**src/rtl/smsh_pkg.sv**
```systemverilog
// Shared constants and types of the seeded splitmix sequence hasher.
package smsh_pkg;

    localparam logic [63:0] GOLDEN_GAMMA = 64'h9e3779b97f4a7c15;
    localparam logic [63:0] MIX_MUL_A    = 64'hbf58476d1ce4e5b9;
    localparam logic [63:0] MIX_MUL_B    = 64'h94d049bb133111eb;

    localparam int SHIFT_1  = 30;
    localparam int SHIFT_2  = 27;
    localparam int SHIFT_3  = 31;
    localparam int COMB_SHL = 12;
    localparam int COMB_SHR = 4;

    localparam int QUEUE_DEPTH = 4;
    localparam int QUEUE_AW    = $clog2(QUEUE_DEPTH);

    // partial-product passes of a 64x64 low-half multiply
    localparam logic [1:0] STEP_LL = 2'd0;
    localparam logic [1:0] STEP_LH = 2'd1;
    localparam logic [1:0] STEP_HL = 2'd2;

    typedef struct packed {
        logic        mode;
        logic [63:0] element;
        logic        first;
        logic        last;
        logic        emit;
    } t_item;

    typedef struct packed {
        logic full;
        logic empty;
    } t_q_stat;

endpackage

```
**src/rtl/smsh_ifs.sv**
```systemverilog
// Channel interfaces: input words, result words, seed writes.
interface smsh_in_if;
    logic        valid;
    logic        ready;
    logic        mode;
    logic [63:0] element;
    logic        first;
    logic        last;
    modport source (output valid, output mode, output element, output first, output last,
                    input ready);
    modport sink   (input valid, input mode, input element, input first, input last,
                    output ready);
endinterface

interface smsh_out_if;
    logic        valid;
    logic        ready;
    logic [63:0] hash_value;
    modport source (output valid, output hash_value, input ready);
    modport sink   (input valid, input hash_value, output ready);
endinterface

interface smsh_cfg_if;
    logic        valid;
    logic        ready;
    logic [63:0] hash_seed;
    modport source (output valid, output hash_seed, input ready);
    modport sink   (input valid, input hash_seed, output ready);
endinterface

```
**src/rtl/smsh_front.sv**
```systemverilog
// Front end: input handshake and classification of each word.
module smsh_front
    import smsh_pkg::*;
(
    smsh_in_if.sink          i_in,
    input  logic             i_full,
    output logic             o_push,
    output t_item            o_item
);

    assign i_in.ready = !i_full;
    assign o_push     = i_in.valid && !i_full;

    always_comb begin
        o_item.mode    = i_in.mode;
        o_item.element = i_in.element;
        o_item.first   = i_in.first;
        o_item.last    = i_in.last;
        // a single hash always yields a result, a sequence word only on last
        o_item.emit    = !i_in.mode || i_in.last;
    end

endmodule

```
**src/rtl/smsh_fifo.sv**
```systemverilog
// Short queue of classified words between front end and hash engine.
module smsh_fifo
    import smsh_pkg::*;
(
    input  logic    i_clk,
    input  logic    i_rst_n,
    input  logic    i_push,
    input  t_item   i_item,
    input  logic    i_pop,
    output t_item   o_item,
    output t_q_stat o_stat
);

    t_item                 r_mem [QUEUE_DEPTH];
    logic [QUEUE_AW-1:0]   r_wr_ptr;
    logic [QUEUE_AW-1:0]   r_rd_ptr;
    logic [QUEUE_AW:0]     r_count;

    assign o_item       = r_mem[r_rd_ptr];
    assign o_stat.full  = (r_count == (QUEUE_AW+1)'(QUEUE_DEPTH));
    assign o_stat.empty = (r_count == '0);

    always_ff @(posedge i_clk) begin
        if (i_push) begin
            r_mem[r_wr_ptr] <= i_item;
        end
    end

    always_ff @(posedge i_clk) begin
        if (!i_rst_n) begin
            r_wr_ptr <= '0;
            r_rd_ptr <= '0;
            r_count  <= '0;
        end else begin
            if (i_push) begin
                r_wr_ptr <= r_wr_ptr + 1'b1;
            end
            if (i_pop) begin
                r_rd_ptr <= r_rd_ptr + 1'b1;
            end
            case ({i_push, i_pop})
                2'b10:   r_count <= r_count + 1'b1;
                2'b01:   r_count <= r_count - 1'b1;
                default: r_count <= r_count;
            endcase
        end
    end

endmodule

```
**src/rtl/smsh_core.sv**
```systemverilog
// Hash engine: seeded splitmix64 finalizer on a shared 32x32 multiplier, sequence combine.
module smsh_core
    import smsh_pkg::*;
(
    input  logic        i_clk,
    input  logic        i_rst_n,
    input  logic [63:0] i_seed,
    input  logic        i_empty,
    input  t_item       i_item,
    output logic        o_pop,
    smsh_out_if.source  o_out
);

    typedef enum logic [2:0] {
        S_IDLE,
        S_MUL_A,
        S_MIX,
        S_MUL_B,
        S_FIN,
        S_COMB,
        S_OUT
    } t_state;

    t_state      r_state;
    logic [1:0]  r_step;
    t_item       r_item;
    logic [63:0] r_z;
    logic [63:0] r_p;
    logic [63:0] r_t;
    logic [63:0] r_base;
    logic [63:0] r_run;
    logic [63:0] r_res;
    logic        r_out_valid;
    logic [63:0] r_out_hash;

    logic [63:0] n_z0;
    logic [63:0] n_h;
    logic [63:0] n_comb;
    logic [31:0] mul_x;
    logic [31:0] mul_y;
    logic [63:0] mul_c;
    logic [63:0] prod;
    logic        out_free;

    assign o_pop       = (r_state == S_IDLE) && !i_empty;
    assign o_out.valid      = r_out_valid;
    assign o_out.hash_value = r_out_hash;
    assign out_free    = !r_out_valid || o_out.ready;

    assign n_z0   = i_item.element + GOLDEN_GAMMA + i_seed;
    assign n_h    = r_p ^ (r_p >> SHIFT_3);
    assign n_comb = r_base ^ (r_t + (r_base << COMB_SHL) + (r_base >> COMB_SHR));

    // low 64 bits of z*C: lo*lo, then the two cross terms into the upper half
    assign mul_c = (r_state == S_MUL_B) ? MIX_MUL_B : MIX_MUL_A;
    assign mul_x = (r_step == STEP_HL) ? r_z[63:32] : r_z[31:0];
    assign mul_y = (r_step == STEP_LH) ? mul_c[63:32] : mul_c[31:0];
    assign prod  = 64'(mul_x) * 64'(mul_y);

    always_ff @(posedge i_clk) begin
        if (!i_rst_n) begin
            r_state     <= S_IDLE;
            r_step      <= STEP_LL;
            r_run       <= '0;
            r_out_valid <= 1'b0;
        end else begin
            if (r_state == S_OUT && out_free) begin
                r_out_valid <= 1'b1;
            end else if (o_out.ready) begin
                r_out_valid <= 1'b0;
            end
            unique case (r_state)
                S_IDLE: begin
                    if (!i_empty) begin
                        r_item  <= i_item;
                        r_z     <= n_z0 ^ (n_z0 >> SHIFT_1);
                        r_step  <= STEP_LL;
                        r_state <= S_MUL_A;
                    end
                end
                S_MUL_A, S_MUL_B: begin
                    case (r_step)
                        STEP_LL: begin
                            r_p    <= prod;
                            r_step <= STEP_LH;
                        end
                        STEP_LH: begin
                            r_p[63:32] <= r_p[63:32] + prod[31:0];
                            r_step     <= STEP_HL;
                        end
                        STEP_HL: begin
                            r_p[63:32] <= r_p[63:32] + prod[31:0];
                            r_step     <= STEP_LL;
                            r_state    <= (r_state == S_MUL_A) ? S_MIX : S_FIN;
                        end
                        default: r_step <= STEP_LL;
                    endcase
                end
                S_MIX: begin
                    r_z     <= r_p ^ (r_p >> SHIFT_2);
                    r_step  <= STEP_LL;
                    r_state <= S_MUL_B;
                end
                S_FIN: begin
                    if (!r_item.mode) begin
                        r_res   <= n_h;
                        r_state <= S_OUT;
                    end else begin
                        r_t     <= n_h + GOLDEN_GAMMA;
                        r_base  <= r_item.first ? i_seed : r_run;
                        r_state <= S_COMB;
                    end
                end
                S_COMB: begin
                    r_run   <= n_comb;
                    r_res   <= n_comb;
                    r_state <= r_item.emit ? S_OUT : S_IDLE;
                end
                S_OUT: begin
                    if (out_free) begin
                        r_out_hash  <= r_res;
                        r_state     <= S_IDLE;
                    end
                end
                default: r_state <= S_IDLE;
            endcase
        end
    end

endmodule

```
**src/rtl/seeded_splitmix_sequence_hasher_top.sv**
```systemverilog
// Top level of the seeded splitmix64 hasher with sequence combine.
//
// Channels: i_in takes words {mode, element, first, last}; o_out returns
// hash_value words; i_cfg writes the 64-bit hash_seed (always ready, write
// it only while the block is idle).
// mode 0 hashes one element and returns one word. mode 1 folds the element
// into the running sequence hash (restarted from the seed on first) and
// returns the running hash only on last.
// An accepted word is written into the queue and reaches the engine from
// there when the engine is idle; the result leaves through the output register.
// The engine works on one word at a time and takes the next only when idle;
// its single 32x32 multiplier builds each of the two 64-bit finalizer
// products in three passes.
// A 4-word queue lets the input keep accepting while the engine works.
// Reset (synchronous, active low) clears the seed, the running hash, the
// queue and the output valid flag.
// When the receiver stalls, the result holds in the output register; the
// engine finishes its next word and then waits, and the queue fills before
// i_in.ready drops.
module seeded_splitmix_sequence_hasher_top
    import smsh_pkg::*;
(
    input  logic        i_clk,
    input  logic        i_rst_n,
    smsh_in_if.sink     i_in,
    smsh_cfg_if.sink    i_cfg,
    smsh_out_if.source  o_out
);

    logic [63:0] r_seed;
    logic        push;
    logic        pop;
    t_item       push_item;
    t_item       head_item;
    t_q_stat     q_stat;

    assign i_cfg.ready = 1'b1;

    always_ff @(posedge i_clk) begin
        if (!i_rst_n) begin
            r_seed <= '0;
        end else if (i_cfg.valid) begin
            r_seed <= i_cfg.hash_seed;
        end
    end

    smsh_front u_front (
        .i_in    (i_in),
        .i_full  (q_stat.full),
        .o_push  (push),
        .o_item  (push_item)
    );

    smsh_fifo u_fifo (
        .i_clk   (i_clk),
        .i_rst_n (i_rst_n),
        .i_push  (push),
        .i_item  (push_item),
        .i_pop   (pop),
        .o_item  (head_item),
        .o_stat  (q_stat)
    );

    smsh_core u_core (
        .i_clk   (i_clk),
        .i_rst_n (i_rst_n),
        .i_seed  (r_seed),
        .i_empty (q_stat.empty),
        .i_item  (head_item),
        .o_pop   (pop),
        .o_out   (o_out)
    );

    a_push_room: assert property (@(posedge i_clk) disable iff (!i_rst_n)
        push |-> !q_stat.full)
        else $error("queue written while full");

    a_pop_data: assert property (@(posedge i_clk) disable iff (!i_rst_n)
        pop |-> !q_stat.empty)
        else $error("queue read while empty");

    a_no_overrun: assert property (@(posedge i_clk) disable iff (!i_rst_n)
        (q_stat.full && !pop) |=> !push)
        else $error("word taken with no queue room");

    a_reset_quiet: assert property (@(posedge i_clk)
        !i_rst_n |=> (!o_out.valid && q_stat.empty))
        else $error("output or queue not cleared by reset");

endmodule
```
**src/flat_wrapper.sv**
```systemverilog
// flat-port wrapper written by rule: the top's interface ports become plain ports
module seeded_splitmix_sequence_hasher_top_flat import smsh_pkg::*;
  (i_clk, i_rst_n, i_in_valid, i_in_mode, i_in_element, i_in_first, i_in_last, i_in_ready, i_cfg_valid, i_cfg_hash_seed, i_cfg_ready, o_out_valid, o_out_hash_value, o_out_ready);
  smsh_in_if i_in_i ();
  smsh_cfg_if i_cfg_i ();
  smsh_out_if o_out_i ();
  input  logic i_clk;
  input  logic i_rst_n;
  input wire logic [$bits(i_in_i.valid)-1:0] i_in_valid;
  input wire logic [$bits(i_in_i.mode)-1:0] i_in_mode;
  input wire logic [$bits(i_in_i.element)-1:0] i_in_element;
  input wire logic [$bits(i_in_i.first)-1:0] i_in_first;
  input wire logic [$bits(i_in_i.last)-1:0] i_in_last;
  output wire logic [$bits(i_in_i.ready)-1:0] i_in_ready;
  input wire logic [$bits(i_cfg_i.valid)-1:0] i_cfg_valid;
  input wire logic [$bits(i_cfg_i.hash_seed)-1:0] i_cfg_hash_seed;
  output wire logic [$bits(i_cfg_i.ready)-1:0] i_cfg_ready;
  output wire logic [$bits(o_out_i.valid)-1:0] o_out_valid;
  output wire logic [$bits(o_out_i.hash_value)-1:0] o_out_hash_value;
  input wire logic [$bits(o_out_i.ready)-1:0] o_out_ready;
  assign i_in_i.valid = i_in_valid;
  assign i_in_i.mode = i_in_mode;
  assign i_in_i.element = i_in_element;
  assign i_in_i.first = i_in_first;
  assign i_in_i.last = i_in_last;
  assign i_in_ready = i_in_i.ready;
  assign i_cfg_i.valid = i_cfg_valid;
  assign i_cfg_i.hash_seed = i_cfg_hash_seed;
  assign i_cfg_ready = i_cfg_i.ready;
  assign o_out_valid = o_out_i.valid;
  assign o_out_hash_value = o_out_i.hash_value;
  assign o_out_i.ready = o_out_ready;
  seeded_splitmix_sequence_hasher_top u_core (.i_clk(i_clk), .i_rst_n(i_rst_n), .i_in(i_in_i), .i_cfg(i_cfg_i), .o_out(o_out_i));
endmodule
```
**config.mk**
```make
export PLATFORM = sky130hd
export DESIGN_NAME = seeded_splitmix_sequence_hasher_top_flat
export DESIGN_NICKNAME = d
export VERILOG_FILES = /design/src/rtl/smsh_pkg.sv /design/src/rtl/smsh_ifs.sv /design/src/rtl/smsh_front.sv /design/src/rtl/smsh_fifo.sv /design/src/rtl/smsh_core.sv /design/src/rtl/seeded_splitmix_sequence_hasher_top.sv /design/src/flat_wrapper.sv
export SDC_FILE = /design/constraint.sdc
export NUM_CORES = 2
export LEC_CHECK = 0
export BUFFER_PORTS_ARGS = -buffer_cell sky130_fd_sc_hd__buf_2
export CORE_MARGIN = 3
export CORE_UTILIZATION = 60
export CTS_CLUSTER_SIZE = 40
export DETAILED_ROUTE_END_ITERATION = 7
export GPL_ROUTABILITY_DRIVEN = 0
export PLACE_DENSITY = 0.77
export SYNTH_ARGS = -nofsm -noshare
export SYNTH_HDL_FRONTEND = slang
export SYNTH_SLANG_ARGS = --single-unit
```
**constraint.sdc**
```tcl
create_clock -name i_clk -period 13.2 [get_ports i_clk]
set_clock_uncertainty 0.2 [all_clocks]
set_input_delay 0.66 -clock i_clk [delete_from_list [all_inputs] [get_ports i_clk]]
set_output_delay 0.66 -clock i_clk [all_outputs]
set_load 0.1 [all_outputs]
```
==> Implementation_results.wiki <==
{| class="wikitable"
! Metric !! Value
|-
| Status || finished with violations
|-
| Violations in the final reports || capacitance limit, slew limit
|-
| Num ports || 203
|-
| First-pass GRT wire length || 329.6 mm
|-
| Number of placement rows || approximately 130
|-
| CTS root buffer || sky130_fd_sc_hd__clkbuf_16
|-
| Clk_lat worst skew || 0.65 ns
|-
| Area growth from synthesis to layout || 7.121%
|-
| Crit end category || register
|-
| Quantity of gates resized following cts || 0
|-
| Detailed Route WL || 221.0 mm
|-
| Antenna-violating nets left || 0
|-
| CTS clock-pin slew for the worst setup and hold paths || 0.07 ns
|-
| Die Y || 354.5 µm
|-
| Maximum number of pins on one net before global-route repair || 110
|-
| Area inside the core boundary || about 0.12 mm²
|-
| Final-stage net count || 8,423
|-
| Final worst slack || 1.416 ns
|-
| Tightest Hold Check Type || input port to register
|-
| Placed Cells incl. Taps || 8,367
|-
| Max incr delay on CP || 0.73 ns
|-
| Most frequent CP cell || sky130_fd_sc_hd__inv_1
|-
| Total negative setup slack || 0 ns
|-
| Vias per std cell || 6.186
|-
| Type of the worst setup path || register to register
|-
| Count of placed standard cells in the final layout, fillers left out || 8,517
|-
| Critical path required time || 13.38 ns
|-
| Buffers and inverters on the worst path || 8
|-
| Number of warnings reported in the yosys synthesis log || 0
|-
| Number of enable-type register cells in the synthesized netlist || around 660
|-
| H-tree level count || 3
|-
| Area occupied by registers || 0.02254 mm²
|-
| Via count of the first global-routing pass || 53,000
|-
| Synthesized net count || 8,346
|-
| Drt first-iter violations || 7,050
|-
| Worst-margin pin slew || 1.535 ns
|-
| Post-CTS setup buffer count || 0
|-
| Kind of cell adding the most delay to the critical path || adder cells
|-
| Maximum buffer depth of the clock tree || 3
|-
| Post-placement setup slack || 1.855 ns
|-
| Max-capacitance violation count || 1
|-
| Final cycle utilization of the critical path || 0.8927
|-
| Most frequently used flop master after synthesis || sky130_fd_sc_hd__edfxtp_1
|-
| Count of state elements after synthesis || 798
|-
| Share of synthesized flip-flops with an asynchronous set or reset || 0
|-
| Total Routing Usage GR || 0.3524
|-
| Sequential share of the synthesized area || 0.3091
|-
| Worst EP arrival || between 10 and 15 ns
|-
| Number of buffers inserted during clock tree synthesis || 75
|-
| Post-Synth Adder-Cell Area || 0.3394
|-
| Setup crit start kind || register
|-
| Max Slew Vio Count || 36
|-
| Total of buffers placed on input and output ports || between 200 and 250
|-
| Avg WL per Cell || 25.95 µm
|-
| Slew HR || -0.02316
|-
| Maximum clock frequency || around 85 MHz
|-
| Max FO, Critical Path || 29
|-
| Count of different cell masters after synthesis || 106
|-
| Detail Placement HPWL || 178.5 mm
|-
| Initial antenna violation count || 20
|-
| Die area || 0.1257 mm²
|-
| CTS tree || done
|-
| Xor and xnor fraction of the mapped netlist area || 0.05526
|-
| Aggregate global routing overflow || 0
|-
| Post-Syn Instances || roughly 6,800
|-
| Dominant combinational cell family by area after synthesis || adder cells
|-
| Final setup fails || 0
|-
| Vias || ~53,000
|-
| Setup repair after global routing missed its margin || false
|-
| Starting density of the core || 0.6059
|-
| Filler cell count || 9,131
|-
| Multi-input gate area || roughly 0.045 mm²
|-
| Library cell contributing the largest single delay on the critical path || sky130_fd_sc_hd__nand2_1
|-
| Final count of hold timing violations || 0
|-
| Summed instance area of the synthesized netlist || 0.07288 mm²
|-
| Share of cells above drive strength 1 || 0.08831
|-
| Post-synthesis average cell area || 10.79 µm²
|-
| TritonCTS Sinks || 798
|-
| Post-layout min period || about 12 ns
|-
| Multiplexer share of the synthesized area || 0.04582
|-
| Die W || about 350 µm
|-
| Post-route DRC violation count || 0
|-
| First-pass detailed-route iteration total || 6
|-
| Simple logic cell fraction of the synthesized area || 0.08544
|-
| Share of the synthesized area in compound gates (AO/OA/AOI/OAI) || 0.09152
|}
what timing repair did:
action | 4_1_cts | 5_1_grt
setup endpoints to repair | 0 | 0
hold buffers | 2 | 0
endpoints found under the hold margin | 7 | 0
synth_stat cells (11+ instances only):
| library cell | instances | share of area |
|---|---|---|
| sky130_fd_sc_hd__a21boi_0 | 17 | 0.0018 |
| sky130_fd_sc_hd__o21ai_1 | 12 | 0.00082 |
| sky130_fd_sc_hd__xnor2_1 | 270 | 0.032 |
| sky130_fd_sc_hd__mux2_2 | 87 | 0.013 |
| sky130_fd_sc_hd__or3_1 | 14 | 0.0012 |
| sky130_fd_sc_hd__o21a_1 | 21 | 0.0022 |
| sky130_fd_sc_hd__nor2b_1 | 95 | 0.0082 |
| sky130_fd_sc_hd__a21oi_1 | 414 | 0.028 |
| sky130_fd_sc_hd__and3_1 | 31 | 0.0027 |
| sky130_fd_sc_hd__nor2_1 | 501 | 0.026 |
| sky130_fd_sc_hd__mux4_2 | 67 | 0.021 |
| sky130_fd_sc_hd__clkinv_1 | 15 | 0.00077 |
| sky130_fd_sc_hd__clkbuf_1 | 205 | 0.011 |
| sky130_fd_sc_hd__xor2_1 | 181 | 0.022 |
| sky130_fd_sc_hd__buf_2 | 15 | 0.0010 |
| sky130_fd_sc_hd__o21bai_1 | 42 | 0.0043 |
| sky130_fd_sc_hd__nor4_1 | 11 | 0.00094 |
| sky130_fd_sc_hd__a21o_1 | 147 | 0.015 |
| sky130_fd_sc_hd__nor3_1 | 40 | 0.0027 |
| sky130_fd_sc_hd__mux2i_1 | 85 | 0.012 |
| sky130_fd_sc_hd__inv_1 | 1131 | 0.058 |
| sky130_fd_sc_hd__edfxtp_1 | 655 | 0.27 |
| sky130_fd_sc_hd__dfxtp_1 | 143 | 0.039 |
| sky130_fd_sc_hd__nand2_1 | 323 | 0.017 |
| sky130_fd_sc_hd__and2_1 | 87 | 0.0075 |
| sky130_fd_sc_hd__buf_1 | 27 | 0.0014 |
| sky130_fd_sc_hd__nand4_1 | 53 | 0.0045 |
| sky130_fd_sc_hd__o21ai_0 | 223 | 0.015 |
| sky130_fd_sc_hd__o31ai_1 | 12 | 0.0012 |
| sky130_fd_sc_hd__nand3_1 | 55 | 0.0038 |
| sky130_fd_sc_hd__nand2b_1 | 78 | 0.0067 |
| sky130_fd_sc_hd__ha_1 | 581 | 0.10 |
| sky130_fd_sc_hd__fa_1 | 872 | 0.24 |
| sky130_fd_sc_hd__or2_2 | 11 | 0.00094 |
| sky130_fd_sc_hd__a211oi_1 | 16 | 0.0016 |
| sky130_fd_sc_hd__a31oi_1 | 41 | 0.0035 |
| sky130_fd_sc_hd__o211ai_1 | 20 | 0.0021 |
per-layer routing:
| layer | track usage | routed length, µm | up-vias |
|---|---|---|---|
| met5 | 0 | 177 | - |
| met4 | 0.1899 | 15240 | 22 |
| met3 | 0.1047 | 29270 | 835 |
| met2 | 0.5084 | 93040 | 3511 |
| met1 | 0.4815 | 83300 | 25780 |
| li1 | - | - | 22540 |
flip-flops by register name, summed over array words and instances, names as in the netlist, named ones only:
name,flops
u_core.u_fifo.r_wr_ptr,2
u_core.u_core.r_run,64
u_core.u_fifo.r_rd_ptr,2
u_core.u_core.r_base,64
u_core.r_seed,64
u_core.u_core.r_step,2
u_core.u_core.r_p,64
u_core.u_core.o_out.valid,1
u_core.u_fifo.r_mem,268
u_core.u_core.r_z,64
u_core.u_fifo.r_count,3
u_core.u_core.r_res,64
u_core.u_core.r_item,3
u_core.u_core.r_state,3
u_core.u_core.r_t,64
u_core.u_core.o_out.hash_value,64
cell type report:
cell class / count / share of cell area
well taps: 1612 / 0.02583
inverters: 1147 / 0.05514
flip-flops and latches: 798 / 0.2887
multi-input cells: 4553 / 0.5775
diodes: 9 / 0.0002885
clock buffers: 99 / 0.02639
repair buffers: 259 / 0.01859
clock inverters: 40 / 0.007564
layout by cell type (no fill, tap or decap), types with 78 or more instances in the layout:
| cell | Yosys | final |
|---|---|---|
| sky130_fd_sc_hd__nor2b_1 | 95 | 95 |
| sky130_fd_sc_hd__edfxtp_1 | 655 | 655 |
| sky130_fd_sc_hd__o21ai_0 | 223 | 223 |
| sky130_fd_sc_hd__nand2b_1 | 78 | 78 |
| sky130_fd_sc_hd__mux2i_1 | 85 | 82 |
| sky130_fd_sc_hd__and2_1 | 87 | 85 |
| sky130_fd_sc_hd__buf_2 | 15 | 199 |
| sky130_fd_sc_hd__mux2_2 | 87 | 87 |
| sky130_fd_sc_hd__ha_1 | 581 | 579 |
| sky130_fd_sc_hd__nand2_1 | 323 | 321 |
| sky130_fd_sc_hd__dfxtp_1 | 143 | 141 |
| sky130_fd_sc_hd__inv_1 | 1131 | 1131 |
| sky130_fd_sc_hd__xnor2_1 | 270 | 270 |
| sky130_fd_sc_hd__fa_1 | 872 | 872 |
| sky130_fd_sc_hd__a21o_1 | 147 | 147 |
| sky130_fd_sc_hd__xor2_1 | 181 | 181 |
| sky130_fd_sc_hd__a21oi_1 | 414 | 413 |
| sky130_fd_sc_hd__nor2_1 | 501 | 498 |
per-stage QoR:
| step | hold slack (ns) | utilization | instance area [µm²] |
|---|---|---|---|
| after floorplan | 0.2003 | - | 72880 |
| after global placement | 0.2021 | 0.6267 | 75380 |
| after detailed placement | 0.2045 | 0.6267 | 75380 |
| after CTS | 0.001055 | 0.6489 | 78050 |
| after global routing | 0.02048 | 0.6489 | 78060 |
| final | 0.03532 | 0.6491 | 78070 |
final timing paths:
path	start	end	slack, ns	depth (start not counted)
max	u_core.u_core.r_state[0]$_SDFFE_PN0P_	u_core.u_core.r_p[63]$_DFFE_PP_	1.42	37
min	i_in_element[55]	u_core.u_fifo.r_mem[1][58]$_DFFE_PP_	0.04	1
max reg2reg	u_core.u_core.r_state[0]$_SDFFE_PN0P_	u_core.u_core.r_p[63]$_DFFE_PP_	1.42	37
min reg2reg	u_core.u_core.r_res[55]$_DFFE_PP_	u_core.u_core.o_out.hash_value[55]$_DFFE_PP_	0.21	0
worst register-to-register path, delay by kind of cell, from the launching register on:
family,cells,cell delay [ns]
flip-flops,1,0.47
buffers and inverters,8,1.02
AND/OR/NAND/NOR,7,2.38
AO/OA/AOI/OAI,10,2.95
adder cells (fa/ha/maj),10,4.20
XOR/XNOR,2,0.31
cells by family after synthesis:
group	count (synthesis)
AOI/OAI and AO/OA	1073
xor gates and xnor gates	455
adders and majority gates	1454
buffers and inverters	1406
DFF	798
muxes	239
other	1
and+or+nand+nor	1331
Power is not shown: default switching activity piles up to over one toggle a cycle in this logic, so the estimate is an artifact.
